**src/rtl/core/wans_pkg.sv**
```systemverilog
// Package for the weekly alarm selector: word types, constants and small arithmetic helpers.
// It depends on nothing else. The cell and the top level use it through scoped names.
`default_nettype none

package wans_pkg;

   // Calendar constants.
   localparam int MIN_PER_HOUR  = 60;
   localparam int HOURS_PER_DAY = 24;
   localparam int DAYS_PER_WEEK = 7;
   localparam int MIN_PER_DAY   = 1440;

   // Search window: one more day than a week, tried from the current weekday.
   localparam int DAY_OFFSETS = 8;

   // Starting best distance, one minute more than a full week.
   localparam logic [13:0] CAND_NONE = 14'(DAYS_PER_WEEK * MIN_PER_DAY + 1);

   // Reset value of the wake-up duration in minutes.
   localparam logic [7:0] DUR_RESET = 8'd30;

   // Reset contents of every slot: 07:00 on all days.
   localparam logic [4:0] SLOT_HOUR_RESET = 5'd7;
   localparam logic [6:0] ALL_DAYS        = 7'h7F;

   typedef enum logic [1:0] {
      OP_WRITE   = 2'd0,
      OP_FIND    = 2'd1,
      OP_TRIGGER = 2'd2,
      OP_NONE    = 2'd3
   } op_type;

   typedef enum logic [1:0] {
      ST_IDLE,
      ST_SEARCH,
      ST_RESPOND
   } state_type;

   // Request word.
   typedef struct packed {
      logic [1:0] operation;
      logic [2:0] slot_index;
      logic [7:0] new_hour;
      logic [7:0] new_minute;
      logic       new_hidden;
      logic       new_enable;
      logic       new_repeat;
      logic [6:0] new_day_mask;
      logic [2:0] now_weekday;
      logic [4:0] now_hour;
      logic [5:0] now_minute;
   } req_type;

   // Response word.
   typedef struct packed {
      logic       alarm_armed;
      logic [2:0] alarm_weekday;
      logic [4:0] alarm_hour;
      logic [5:0] alarm_minute;
      logic [4:0] end_hour;
      logic [5:0] end_minute;
      logic [2:0] chosen_slot;
   } rsp_type;

   // One stored alarm slot.
   typedef struct packed {
      logic [4:0] hour;
      logic [5:0] minute;
      logic       hidden;
      logic       enable;
      logic       repeat_on;
      logic [6:0] day_mask;
   } slot_type;

   // Control broadcast from the top level to every cell.
   typedef struct packed {
      logic       wr_stb;
      logic       clr_stb;
      logic [2:0] addr;
      slot_type   wdata;
      logic [2:0] now_wday;
      logic [10:0] now_mins;
   } cell_ctl_type;

   // Best candidate so far, handed from cell to cell.
   typedef struct packed {
      logic        found;
      logic [13:0] cand;
      logic [2:0]  slot;
      logic [2:0]  day;
      logic [4:0]  hour;
      logic [5:0]  minute;
   } best_type;

   // Remainder of an 8-bit value by 24, through a reciprocal multiply.
   function automatic logic [4:0] mod24(input logic [7:0] v);
      logic [15:0] prod;
      logic [3:0]  q;
      logic [7:0]  r;
      prod = 16'(v) * 16'd171;
      q    = prod[15:12];
      r    = v - 8'(8'(q) * 8'd24);
      return r[4:0];
   endfunction

   // Quotient of a value below 320 by 60, through a reciprocal multiply.
   function automatic logic [2:0] div60(input logic [8:0] v);
      logic [19:0] prod;
      prod = 20'(v) * 20'd1093;
      return prod[18:16];
   endfunction

   // Remainder of a value below 320 by 60.
   function automatic logic [5:0] mod60(input logic [8:0] v);
      logic [8:0] r;
      r = v - 9'(9'(div60(v)) * 9'd60);
      return r[5:0];
   endfunction

   // Weekday a number of days after the given one, taken modulo 7.
   function automatic logic [2:0] day_after(input logic [2:0] wday, input logic [2:0] k);
      logic [3:0] s;
      s = 4'(wday) + 4'(k);
      if (s >= 4'(2 * DAYS_PER_WEEK)) begin
         s = s - 4'(2 * DAYS_PER_WEEK);
      end else if (s >= 4'(DAYS_PER_WEEK)) begin
         s = s - 4'(DAYS_PER_WEEK);
      end
      return s[2:0];
   endfunction

endpackage

`default_nettype wire

```
**src/rtl/core/wans_cell.sv**
```systemverilog
// One alarm slot cell: holds a slot, finds its first upcoming time and keeps the better candidate.
// Depends on wans_pkg. Instantiated in a row by weekly_alarm_next_selector_unit.
`default_nettype none

module wans_cell #(
   parameter int INDEX = 0
) (
   input  wire logic                  clock,
   input  wire logic                  reset,
   input  wire wans_pkg::cell_ctl_type ctl,
   input  wire wans_pkg::best_type    best_in,
   output wans_pkg::best_type         best_out
);

   wans_pkg::slot_type slot_ff;
   wans_pkg::slot_type slot_in;
   wans_pkg::best_type best_ff;
   wans_pkg::best_type best_in_sel;

   logic               sel;
   logic [10:0]        slot_mins;
   logic signed [12:0] delta;
   logic               hit;
   logic [13:0]        pick_cand;
   logic [2:0]         pick_day;
   logic               take;

   assign sel = (32'(ctl.addr) == INDEX);

   // Slot update: a write stores the word, a trigger drops the enable of a one-shot slot.
   always_comb begin
      slot_in = slot_ff;
      if (ctl.wr_stb && sel) begin
         slot_in = ctl.wdata;
      end else if (ctl.clr_stb && sel && !slot_ff.repeat_on) begin
         slot_in.enable = 1'b0;
      end
   end

   always_ff @(posedge clock) begin
      if (reset) begin
         slot_ff.hour      <= wans_pkg::SLOT_HOUR_RESET;
         slot_ff.minute    <= '0;
         slot_ff.hidden    <= 1'b1;
         slot_ff.enable    <= 1'b1;
         slot_ff.repeat_on <= 1'b1;
         slot_ff.day_mask  <= wans_pkg::ALL_DAYS;
      end else begin
         slot_ff <= slot_in;
      end
   end

   // Signed distance from now to the slot time on the same day.
   assign slot_mins = 11'(11'(slot_ff.hour) * 11'd60) + 11'(slot_ff.minute);
   assign delta     = $signed({2'b00, slot_mins}) - $signed({2'b00, ctl.now_mins});

   // First day offset that matches the mask (any day for a one-shot slot) and lies strictly ahead.
   always_comb begin
      logic signed [15:0] cand;
      logic               match;
      logic [2:0]         day;
      hit       = 1'b0;
      pick_cand = '0;
      pick_day  = '0;
      for (int k = wans_pkg::DAY_OFFSETS - 1; k >= 0; k--) begin
         day   = wans_pkg::day_after(ctl.now_wday, 3'(k));
         match = !slot_ff.repeat_on || slot_ff.day_mask[day];
         cand  = 16'(k * wans_pkg::MIN_PER_DAY) + 16'(delta);
         if (match && (cand > 16'sd0)) begin
            hit       = 1'b1;
            pick_cand = cand[13:0];
            pick_day  = day;
         end
      end
   end

   // Keep the incoming best unless this slot is strictly nearer; ties stay with the lower slot.
   assign take = !slot_ff.hidden && slot_ff.enable && hit && (pick_cand < best_in.cand);

   always_comb begin
      best_in_sel = best_in;
      if (take) begin
         best_in_sel.found  = 1'b1;
         best_in_sel.cand   = pick_cand;
         best_in_sel.slot   = 3'(INDEX);
         best_in_sel.day    = pick_day;
         best_in_sel.hour   = slot_ff.hour;
         best_in_sel.minute = slot_ff.minute;
      end
   end

   // The candidate moves one cell along the row each cycle.
   always_ff @(posedge clock) begin
      best_ff <= best_in_sel;
   end

   assign best_out = best_ff;

endmodule

`default_nettype wire

```
**src/rtl/core/weekly_alarm_next_selector_unit.sv**
```systemverilog
// Top level of the weekly alarm selector: command port, configuration register, cell row, results.
// Depends on wans_pkg and wans_cell.
//
//   channel   ports                          direction  transfer
//   request   start, busy, req_word          in         start high while busy low
//   response  rsp_valid, rsp_word            out        one-cycle strobe, no back-pressure
//   config    csr_valid, csr_ready, csr_wdata in        valid and ready both high
//
// A write or an unused operation answers in the cycle after acceptance.
// A find or trigger passes the candidate along the row of ALARM_SLOTS cells, one cell a cycle,
// then the result registers load and the response follows; the row length sets how long the search runs.
// busy holds until the response strobe has gone, so a new word is taken only after it.
// Synchronous reset restores all slots to 07:00 hidden and clears the result; no clearing pass.
// The response cannot be stalled: it is shown for exactly one cycle.
`default_nettype none

module weekly_alarm_next_selector_unit #(
   parameter int ALARM_SLOTS = 8
) (
   input  wire logic              clock,
   input  wire logic              reset,
   input  wire logic              start,
   output logic                   busy,
   input  wire wans_pkg::req_type req_word,
   output logic                   rsp_valid,
   output wans_pkg::rsp_type      rsp_word,
   input  wire logic              csr_valid,
   output logic                   csr_ready,
   input  wire logic [7:0]        csr_wdata
);

   localparam int CNT_W = $clog2(ALARM_SLOTS + 1);

   wans_pkg::state_type    state_ff;
   wans_pkg::state_type    state_in;
   logic [CNT_W-1:0]       cnt_ff;
   logic [CNT_W-1:0]       cnt_in;
   logic [7:0]             dur_ff;
   logic [2:0]             wday_ff;
   logic [10:0]            mins_ff;
   wans_pkg::cell_ctl_type ctl;
   wans_pkg::best_type     chain [ALARM_SLOTS + 1];
   wans_pkg::best_type     best;
   wans_pkg::op_type       op;
   logic                   accept;
   logic                   commit;
   logic [8:0]             end_sum;
   logic [4:0]             end_hsum;

   logic       armed_ff;
   logic [2:0] wday_out_ff;
   logic [4:0] hour_ff;
   logic [5:0] minute_ff;
   logic [4:0] end_hour_ff;
   logic [5:0] end_minute_ff;
   logic [2:0] slot_ff;

   assign op     = wans_pkg::op_type'(req_word.operation);
   assign accept = start && !busy;
   assign busy   = (state_ff != wans_pkg::ST_IDLE);

   // Configuration register: the wake-up duration.
   assign csr_ready = 1'b1;

   always_ff @(posedge clock) begin
      if (reset) begin
         dur_ff <= wans_pkg::DUR_RESET;
      end else if (csr_valid && csr_ready) begin
         dur_ff <= csr_wdata;
      end
   end

   // Capture the current time of an accepted word.
   always_ff @(posedge clock) begin
      if (accept) begin
         wday_ff <= req_word.now_weekday;
         mins_ff <= 11'(11'(req_word.now_hour) * 11'd60) + 11'(req_word.now_minute);
      end
   end

   // Broadcast to the cells: slot writes and the one-shot disable land at the accepting edge.
   always_comb begin
      ctl.wr_stb           = accept && (op == wans_pkg::OP_WRITE);
      ctl.clr_stb          = accept && (op == wans_pkg::OP_TRIGGER);
      ctl.addr             = (op == wans_pkg::OP_WRITE) ? req_word.slot_index : slot_ff;
      ctl.wdata.hour       = wans_pkg::mod24(req_word.new_hour);
      ctl.wdata.minute     = wans_pkg::mod60({1'b0, req_word.new_minute});
      ctl.wdata.hidden     = req_word.new_hidden;
      ctl.wdata.enable     = req_word.new_enable;
      ctl.wdata.repeat_on  = req_word.new_repeat;
      ctl.wdata.day_mask   = req_word.new_day_mask;
      ctl.now_wday         = wday_ff;
      ctl.now_mins         = mins_ff;
   end

   // Row of cells, fed with an empty candidate at its head.
   always_comb begin
      chain[0]        = '0;
      chain[0].cand   = wans_pkg::CAND_NONE;
   end

   for (genvar i = 0; i < ALARM_SLOTS; i++) begin : g_cell
      wans_cell #(
         .INDEX(i)
      ) u_cell (
         .clock   (clock),
         .reset   (reset),
         .ctl     (ctl),
         .best_in (chain[i]),
         .best_out(chain[i + 1])
      );
   end

   assign best = chain[ALARM_SLOTS];

   // Sequencer: state register.
   always_ff @(posedge clock) begin
      if (reset) begin
         state_ff <= wans_pkg::ST_IDLE;
         cnt_ff   <= '0;
      end else begin
         state_ff <= state_in;
         cnt_ff   <= cnt_in;
      end
   end

   // Sequencer: next state, row fill count and commit strobe.
   always_comb begin
      state_in = state_ff;
      cnt_in   = cnt_ff;
      commit   = 1'b0;
      case (state_ff)
         wans_pkg::ST_IDLE: begin
            cnt_in = '0;
            if (accept) begin
               if ((op == wans_pkg::OP_FIND) || (op == wans_pkg::OP_TRIGGER)) begin
                  state_in = wans_pkg::ST_SEARCH;
               end else begin
                  state_in = wans_pkg::ST_RESPOND;
               end
            end
         end
         wans_pkg::ST_SEARCH: begin
            if (cnt_ff == CNT_W'(ALARM_SLOTS)) begin
               commit   = 1'b1;
               state_in = wans_pkg::ST_RESPOND;
               cnt_in   = '0;
            end else begin
               cnt_in = cnt_ff + 1'b1;
            end
         end
         wans_pkg::ST_RESPOND: begin
            state_in = wans_pkg::ST_IDLE;
         end
         default: begin
            state_in = wans_pkg::ST_IDLE;
         end
      endcase
   end

   // End of the wake-up period: alarm time plus duration, wrapped to the day.
   assign end_sum  = 9'(best.minute) + 9'(dur_ff);
   assign end_hsum = best.hour + 5'(wans_pkg::div60(end_sum));

   // Result registers: a miss clears only the armed flag.
   always_ff @(posedge clock) begin
      if (reset) begin
         armed_ff      <= 1'b0;
         wday_out_ff   <= '0;
         hour_ff       <= '0;
         minute_ff     <= '0;
         end_hour_ff   <= '0;
         end_minute_ff <= '0;
         slot_ff       <= '0;
      end else if (commit) begin
         armed_ff <= best.found;
         if (best.found) begin
            wday_out_ff   <= best.day + 3'd1;
            hour_ff       <= best.hour;
            minute_ff     <= best.minute;
            end_minute_ff <= wans_pkg::mod60(end_sum);
            end_hour_ff   <= (end_hsum >= 5'(wans_pkg::HOURS_PER_DAY)) ?
                             end_hsum - 5'(wans_pkg::HOURS_PER_DAY) : end_hsum;
            slot_ff       <= best.slot;
         end
      end
   end

   // Response word always shows the held result; the strobe marks it.
   assign rsp_valid              = (state_ff == wans_pkg::ST_RESPOND);
   assign rsp_word.alarm_armed   = armed_ff;
   assign rsp_word.alarm_weekday = wday_out_ff;
   assign rsp_word.alarm_hour    = hour_ff;
   assign rsp_word.alarm_minute  = minute_ff;
   assign rsp_word.end_hour      = end_hour_ff;
   assign rsp_word.end_minute    = end_minute_ff;
   assign rsp_word.chosen_slot   = slot_ff;

   // An accepted word keeps the block busy in the next cycle.
   a_accept_busy : assert property (@(posedge clock) disable iff (reset)
      accept |=> busy)
      else $error("block not busy after accepting a word");

   // After the response strobe the block is free again.
   a_rsp_idle : assert property (@(posedge clock) disable iff (reset)
      rsp_valid |=> !busy)
      else $error("block still busy after the response");

   // An armed result always names a weekday.
   a_armed_day : assert property (@(posedge clock) disable iff (reset)
      (rsp_valid && rsp_word.alarm_armed) |-> (rsp_word.alarm_weekday != 3'd0))
      else $error("armed result without a weekday");

   // Reported times stay within the day.
   a_time_range : assert property (@(posedge clock) disable iff (reset)
      rsp_valid |-> ((rsp_word.alarm_hour < 5'd24) && (rsp_word.end_hour < 5'd24) &&
                     (rsp_word.alarm_minute < 6'd60) && (rsp_word.end_minute < 6'd60)))
      else $error("reported time out of range");

   // The fill count never runs past the row length.
   a_cnt_range : assert property (@(posedge clock) disable iff (reset)
      (state_ff == wans_pkg::ST_SEARCH) |-> (cnt_ff <= CNT_W'(ALARM_SLOTS)))
      else $error("row fill count overran");

endmodule

`default_nettype wire
```
**config.mk**
```make
export PLATFORM = sky130hd
export DESIGN_NAME = weekly_alarm_next_selector_unit
export DESIGN_NICKNAME = d
export VERILOG_FILES = /design/src/rtl/core/wans_pkg.sv /design/src/rtl/core/wans_cell.sv /design/src/rtl/core/weekly_alarm_next_selector_unit.sv
export SDC_FILE = /design/constraint.sdc
export NUM_CORES = 2
export LEC_CHECK = 0
export BUFFER_PORTS_ARGS = -buffer_cell sky130_fd_sc_hd__buf_2
export CAP_MARGIN = 25
export CORE_MARGIN = 2
export CORE_UTILIZATION = 50
export CTS_BUF_LIST = sky130_fd_sc_hd__clkbuf_4 sky130_fd_sc_hd__clkbuf_8
export CTS_CLUSTER_SIZE = 28
export DETAILED_ROUTE_END_ITERATION = 10
export PLACE_DENSITY = 0.67
export SLEW_MARGIN = 20
export SYNTH_ARGS = -nofsm -noshare
export SYNTH_HDL_FRONTEND = slang
export SYNTH_HIERARCHICAL = 1
export SYNTH_SLANG_ARGS = --single-unit
```
**constraint.sdc**
```tcl
create_clock -name clock -period 8.75 [get_ports clock]
set_input_delay 2.1875 -clock clock [delete_from_list [all_inputs] [get_ports clock]]
set_output_delay 2.1875 -clock clock [all_outputs]
set_load 0.005 [all_outputs]
```
==> flow_summary_export.csv <==
group,metric,value,unit
global_routing,grt_pass1_wl,319000,um
placement,gp_congestion,0.9799,
clock_tree,cts_num_sinks,467,
clock_tree,h-tree-depth,3,
die,ios,89,
worst_setup_path,crit_buf_inv,4,
layout,n_fill_cell,11570,
die,start_util,50.55,%
placement,placed_area,63680,sq um
sta,tns,0,ps
sta,rsz0062_at_grt,"true",
layout,final_core_util,53.93,%
drt,wl,205000,um
sta,period_needed,8429,ps
layout,area_growth,6.686,%
die,dieArea,126200,sq um
outcome,status,"completed",
job,cap_violations,0,
worst_setup_path,critPathKind,"reg -> reg",
layout,final_cells,9541,
logic_synthesis,ys_warn_count,6,
logic_synthesis,syn_area_per_cell,7.812,sq um
global_routing,grtUsageMet2,48.87,%
worst_hold_path,holdCritPathClass,"reg -> reg",
sta,hold_ws,405.9,ps
worst_setup_path,cp_max_fo,11,
global_routing,overflow,0,
die,core.rowCount,128,
worst_setup_path,max_stage_delay,530,ps
worst_setup_path,start_kind,"register",
clock_tree,cts_root_buffer,"clkbuf_8",
clock_tree,cts_hold_buf,0,
drt,vias_per_cell,6.345,
sta,worst_pin_slew,1086,ps
global_routing,grt.met3_usage,3.651,%
global_routing,grt.total_usage,31.14,%
global_routing,grt.busiest_layer,"met2",
layout,finalInstanceArea,65810,sq um
placement,dp_cells,9375,
layout,drive_gt1_share,11.01,%
worst_setup_path,cp.required,9230,ps
clock_tree,clock_tree.buffer_depth,3,
die,die_height,355.2,um
power_and_ir_drop,p_leak,28.96,nW
power_and_ir_drop,vdd_ir_drop_max,0.4980,mV
drt,firstDrtPassIters,8,
sta,slew_headroom,27.55,%
global_routing,antenna_found_initial,11,
global_routing,grt_pass1_vias,55950,
sta,finalSetupViolCount,0,
worst_setup_path,crit_family,"adder cells",
worst_setup_path,slowest_stage,"fa_1",
clock_tree,clkTransAtPathRegs,60,ps
clock_tree,clk-insertion-delay-late,700,ps
placement,place_hpwl,155200,um
global_routing,met1_usage,41.92,%
sta,fmax,118.6,MHz
sta,period_share,96.34,%
global_routing,grt_start_max_net_pins,108,
logic_synthesis,syn_inst,7896,
sta,fin_skew,32.24,ps
drt,dr.first_iter.drc_count,5245,
drt,drc_errors,0,
drt,wl_per_cell,21.49,um
power_and_ir_drop,power_density,333.1,nW/um^2
placement,io_buffers,87,
worst_setup_path,worstSetupEndpointType,"register",
die,die_w,355.2,um
logic_synthesis,syn-cell-area,61690,sq um
clock_tree,cts_tree,"done",
drt,routed-via-count,60530,
clock_tree,cts-buffers-inserted,84,
sta,final_hold_viol_count,0,
die,core,122000,sq um
drt,final_antenna_net_count,0,
layout,nets,8692,
sta,report.final.slew_viol_count,0,
worst_setup_path,cp.arrival,8910,ps
## worst reg2reg max path, delay by kind of cell (launching register included)
kind	cells	cell delay, ps
buf+inv	4	970
fa+ha+maj	7	2820
xor+xnor	2	360
compound gates	11	2780
flops	1	490
simple gates	7	810
## through the flow
stage	total power, mW	worst slack [ps]
4_1_cts	21.44	85.93
3_3_place_gp	18.72	183.4
5_1_grt	23.61	-89.27
6_report	21.92	320.6
2_1_floorplan	14.68	332.4
3_5_place_dp	18.95	-34.67
## flip-flops by register name, summed over array words and instances (netlist names)
| name | flops |
|---|---|
| g_cell.u_cell/slot_ff | 168 |
| armed_ff | 1 |
| slot_ff | 3 |
| state_ff | 2 |
| minute_ff | 6 |
| dur_ff | 8 |
| end_hour_ff | 5 |
| end_minute_ff | 6 |
| mins_ff | 11 |
| g_cell.u_cell/best_out | 242 |
| cnt_ff | 4 |
| wday_ff | 3 |
| hour_ff | 5 |
| wday_out_ff | 3 |
## power by group
part / leakage, nW / switching, mW / internal (mW)
logic: 24.1 / 10.3 / 6.49
clock network: 1.01 / 0.990 / 1.38
registers: 3.88 / 0.330 / 2.42
## area by class of cell
type	count	area, sq um	share of cell area [%]
Antenna cell	3	7.507	0.01141
Clock buffer	120	1508	2.291
Clock inverter	32	414.1	0.6293
Inverter	603	2265	3.441
Multi-Input combinational cell	6403	48040	72.99
Sequential cell	467	9494	14.43
Tap cell	1625	2033	3.090
Timing Repair Buffer	288	2052	3.118
## cells in the final DEF (no fill, tap or decap), types with 188 or more instances in the layout
cell type  count
a21oi_1      546
buf_4        188
dfxtp_1      449
ha_1         671
inv_1        574
nand2_1      738
nand3_1      200
nor2_1       426
o21ai_0      367
xnor2_1      237
## path summary, 6_finish.rpt
kind	startpoint	endpoint	slack, ps	depth (start not counted)
setup / recovery	g_cell[6].u_cell/slot_ff[17]	g_cell[6].u_cell/best_out[0]	320	31
hold / removal	g_cell[2].u_cell/best_out[15]	g_cell[3].u_cell/best_out[15]	410	1
setup reg to reg	g_cell[6].u_cell/slot_ff[17]	g_cell[6].u_cell/best_out[0]	320	31
hold reg to reg	g_cell[2].u_cell/best_out[15]	g_cell[3].u_cell/best_out[15]	410	1
## routing by layer
layer  vias up  routed length [um]  part of all wire [%]
met3       530               15130                   7.4
met5         -                   0                     0
met1     28810               88280                    43
met2      2513               90020                    44
met4         0               11600                   5.7
li1      28680                   -                     -
## repair_timing
item,4_1_cts,5_1_grt
gates resized for setup,1,28
pin swaps,0,5
setup endpoints to repair,14,175
setup buffers,0,10
Power figures use the tool's default switching activity.
